===== src/sv/vrsd_pkg.sv =====
// Shared constants, command codes and controller/datapath handshake types.
`default_nettype none

package vrsd_pkg;

   localparam int GRAPHICS_WORDS = 7168;
   localparam int SPRITE_START   = 6144;
   localparam int REGISTER_COUNT = 32;
   localparam int SPRITE_WORDS   = 1024;

   localparam int GRAM_IDX_W   = $clog2(GRAPHICS_WORDS);
   localparam int REG_IDX_W    = $clog2(REGISTER_COUNT);
   localparam int SPRITE_IDX_W = $clog2(SPRITE_WORDS);
   localparam int COPY_CNT_W   = SPRITE_IDX_W + 1;

   localparam logic [REG_IDX_W-1:0] FLIP_REG = REG_IDX_W'(15);
   localparam int FLIP_BIT = 7;

   typedef enum logic [2:0] {
      CMD_SET_GADDR  = 3'd0,
      CMD_READ_GRAM  = 3'd1,
      CMD_WRITE_GRAM = 3'd2,
      CMD_SET_RADDR  = 3'd3,
      CMD_WRITE_VREG = 3'd4,
      CMD_FRAME_END  = 3'd5,
      CMD_READ_SPR   = 3'd6,
      CMD_NOP        = 3'd7
   } cmd_type;

   typedef struct packed {
      logic accept;
      logic copy_active;
   } ctrl_type;

   typedef struct packed {
      logic frame_end_cmd;
      logic s1_free;
      logic copy_done;
   } stat_type;

endpackage

`default_nettype wire


===== src/sv/vrsd_controller.sv =====
// Controller: accepts items and runs the frame-end sprite buffer sweep.
`default_nettype none

module vrsd_controller
   import vrsd_pkg::*;
(
   input  wire logic     clock,
   input  wire logic     reset,
   input  wire logic     req_valid,
   output      logic     req_ready,
   input  wire stat_type stat,
   output      ctrl_type ctrl
);

   typedef enum logic [1:0] {
      ST_IDLE = 2'b01,
      ST_COPY = 2'b10
   } state_type;

   state_type state_ff, state_in;

   assign req_ready        = (state_ff == ST_IDLE) && stat.s1_free;
   assign ctrl.accept      = req_valid && req_ready;
   assign ctrl.copy_active = state_ff == ST_COPY;

   always_comb begin
      state_in = state_ff;
      unique case (state_ff)
         ST_IDLE: if (ctrl.accept && stat.frame_end_cmd) state_in = ST_COPY;
         ST_COPY: if (stat.copy_done) state_in = ST_IDLE;
         default: state_in = ST_IDLE;
      endcase
   end

   always_ff @(posedge clock) begin
      if (reset) begin
         state_ff <= ST_IDLE;
      end else begin
         state_ff <= state_in;
      end
   end

   a_no_accept_in_copy: assert property (@(posedge clock) disable iff (reset)
      state_ff == ST_COPY |-> !ctrl.accept)
      else $error("item accepted during sprite sweep");

   a_frame_end_starts_copy: assert property (@(posedge clock) disable iff (reset)
      ctrl.accept && stat.frame_end_cmd |=> state_ff == ST_COPY)
      else $error("frame end did not start sprite sweep");

   a_copy_done_ends: assert property (@(posedge clock) disable iff (reset)
      stat.copy_done |=> state_ff == ST_IDLE && !stat.copy_done)
      else $error("sprite sweep did not finish cleanly");

   a_done_only_in_copy: assert property (@(posedge clock) disable iff (reset)
      stat.copy_done |-> state_ff == ST_COPY)
      else $error("sweep done outside copy state");

endmodule

`default_nettype wire


===== config.mk =====
export PLATFORM = sky130hd
export DESIGN_NAME = vrsd_controller
export DESIGN_NICKNAME = d
export VERILOG_FILES = /design/src/sv/vrsd_pkg.sv /design/src/sv/vrsd_controller.sv
export SDC_FILE = /design/constraint.sdc
export NUM_CORES = 1
export LEC_CHECK = 0
export ABC_AREA = 1
export BUFFER_PORTS_ARGS = -buffer_cell sky130_fd_sc_hd__buf_2
export CAP_MARGIN = 20
export CORE_AREA = 2 2 39 41
export CTS_BUF_LIST = sky130_fd_sc_hd__clkbuf_2
export CTS_CLUSTER_DIAMETER = 200
export DETAILED_ROUTE_END_ITERATION = 10
export DIE_AREA = 0 0 41 43
export PLACE_DENSITY = 0.3
export SLEW_MARGIN = 20
export SYNTH_ARGS = -nofsm -noshare
export SYNTH_HDL_FRONTEND = slang
export SYNTH_SLANG_ARGS = --single-unit

===== constraint.sdc =====
create_clock -name clock -period 1.1 [get_ports clock]
set_input_delay 0.22 -clock clock [delete_from_list [all_inputs] [get_ports clock]]
set_output_delay 0.22 -clock clock [all_outputs]
set_load 0.05 [all_outputs]

==> results.md <==
* CTS Buffer Depth at 2
* Initial antenna violation count at 0
* Sequential cell area fraction in the yosys report at 34.8%
* Syn_area_per_cell at 7.67 sq um
* Antenna Cells at 0
* Final instance area at 263 sq um
* Sw frac at 31.1%
* CTS sink count at 2
* Slew headroom at 93.2%
* Commonest non-fill, non-tap cell in the layout: buf_2
* Unrepaired setup endpoints after global routing: true
* Core area at 0.00138 sq mm
* Num CTS Buffers at 3
* Crit path max-delay family: flip-flops
* Routed Antenna Nets at 0
* Net Sw Power at 82.1 uW
* Vias/cell at 3.36
* Clock skew at 2.35 ps
* Grt met2 use at 5.31%
* Fin cells at 45
* Synth unique cells at 8
* Crit-path max cell delay at 330 ps
* CP arrival at 980 ps
* Most frequent cells in the layout: buf_2, nand2_1, clkbuf_2, buf_8, buf_4
* Reg with most FFs: state_ff
* Global routing usage on met3 at 7.85%
* Gr busiest metal: met3
* P_int at 182 uW
* Largest regs: state_ff (2)
* Nets at 37
* Number of remaining DRC errors at 0
* Routed WL at 351 um
* Fmax at 836 MHz
* Cells after DPL at 40
* Warnings from Yosys at 0
* Peak VDD IR at 0.326 mV
* Syn nets at 21
* All-Layer GR Usage at 5.71%
* Clk root buf: clkbuf_2
* Die Wd at 41 um
* Worst setup SP type: register
* Num rows at 14
* Area Growth Syn to Fin at 128%
* Pwr/cell area at 1010 mW/mm^2
* Failing checks: setup timing
* DRT Pass-1 Iters at 3
* # Max-Cap Violations at 0
* Hold-fix buffers at CTS at 0
* Critical Path End Type: primary output
* Worst Hold Launch: reset
* Port bufs at 8
* Die height at 43 um
* DP HPWL at 247 um
* Post-Route Setup TNS at -153 ps
* CP cell instances: inv_2, nor2_4, and3_4, buf_8
* Worst EP required at 880 ps
* First-pass GRT wire length at 538 um
* Final core utilization at 19.0%
* CTS H-tree depth at 1
* Met1 Use GR at 5.11%
* CTS tree: done
* Slew Viols, Final at 0
* Gr ovfl total at 0
* Post-synthesis sequential element count at 2
* Final WS setup at -95.7 ps
* Initial core utilization at 8.32%
* Vias in the first global route at 134
* RR Startpoint: state_ff[0]
* Status: complete, but fails checks
* Worst-Margin Slew at 102 ps
* Post-route minimum period at 1200 ps
* Die area at 0.00176 sq mm
* GPL Wtd Cong at 0.559
* Clock-pin transition on the worst setup and hold timing paths at 30 ps
* Pleak at 0.133 nW
* Skew-Pair Late Insertion Delay at 190 ps
* Max FFs per register at 2
* # setup viols final at 3
* Critical path's slowest cell: dfxtp_2
* Placement Cell Area at 188 sq um
* Critical path peak fanout at 3
* Comb power frac at 26.3%
* Boundary Pins at 9
* Largest net degree at the start of global routing at 4
* DRT iter0 DRCs at 2
* Hold crit path type: in2reg
* Critical Path Start: state_ff[0]
* Layout cell share with drive strength beyond 1 at 82.8%
* Gate Count Post-Synth at 15
* Power share of the clock group at 44.3%
* Fraction of power consumed by sequential logic at 29.4%
* Routed via count at 151
* Kind of critical path: reg2out
* CP bufs+invs at 2
* Setup WS pre-CTS at -52.0 ps
* Post-synthesis instance area at 115 sq um
* Crit share post-route at 109%
* Hold Fails Final Rpt at 0
* Avg WL per Cell at 7.80 um
==> power groups by stage <==
stage | registers (mW) | logic (mW) | clock network, mW
5_1_grt | 0.0778 | 0.0738 | 0.139
2_1_floorplan | 0.0778 | 0.0309 | 0
3_5_place_dp | 0.0781 | 0.0503 | 0
6_report | 0.0777 | 0.0695 | 0.117
3_3_place_gp | 0.0780 | 0.0494 | 0
4_1_cts | 0.0773 | 0.0576 | 0.129
==> area by class of cell <==
cell class / instances / area [sq um]
Multi-Input combinational cell: 9 / 77.6
Tap cell: 16 / 20.0
Sequential cell: 2 / 42.5
Timing Repair Buffer: 11 / 92.6
Fill cell: 153 / 1120
Clock buffer: 3 / 15.0
Inverter: 4 / 15.0
==> routing by layer <==
metal	vias to the layer above	part of all wire, %
met5	-	0
met4	0	0
met3	0	19
met2	11	40
met1	64	40
li1	76	-
==> through the flow <==
| stage | total power, mW | hold slack [ps] |
|---|---|---|
| 2_1_floorplan | 0.109 | 282 |
| 3_3_place_gp | 0.127 | 395 |
| 3_5_place_dp | 0.128 | 400 |
| 4_1_cts | 0.264 | 181 |
| 5_1_grt | 0.291 | 172 |
| 6_report | 0.264 | 199 |
==> Yosys cell counts <==
cell	instances	share of area, %
and3_2	2	13
dfxtp_1	2	35
nand2_1	3	9.8
a21oi_2	1	7.6
nand4_2	1	11
inv_2	1	3.3
inv_1	3	9.8
nor2_2	2	11
==> timing repair <==
action	in CTS	in global routing
cloned	0	0
pin swaps	0	2
buffers inserted	0	2
setup endpoints to repair	3	3
resized for setup	7	8
==> worst paths after layout <==
path                               endpoint  slack (ps)  cells after the start
worst min register to register  state_ff[1]         670                      4
worst max-delay path                ctrl[1]        -100                      4
worst min-delay path            state_ff[1]         200                      2
worst max register to register  state_ff[0]         150                      6
==> cell families (layout without fill, tap and decap cells) <==
logic type	Yosys count	in the layout	share of synthesized area [%]
and+or+nand+nor	8	8	44.6
buffers and inverters	4	18	13.0
AOI/OAI and AO/OA	1	1	7.61
DFF	2	2	34.8
Note: power is estimated with default switching activity, not from simulation.
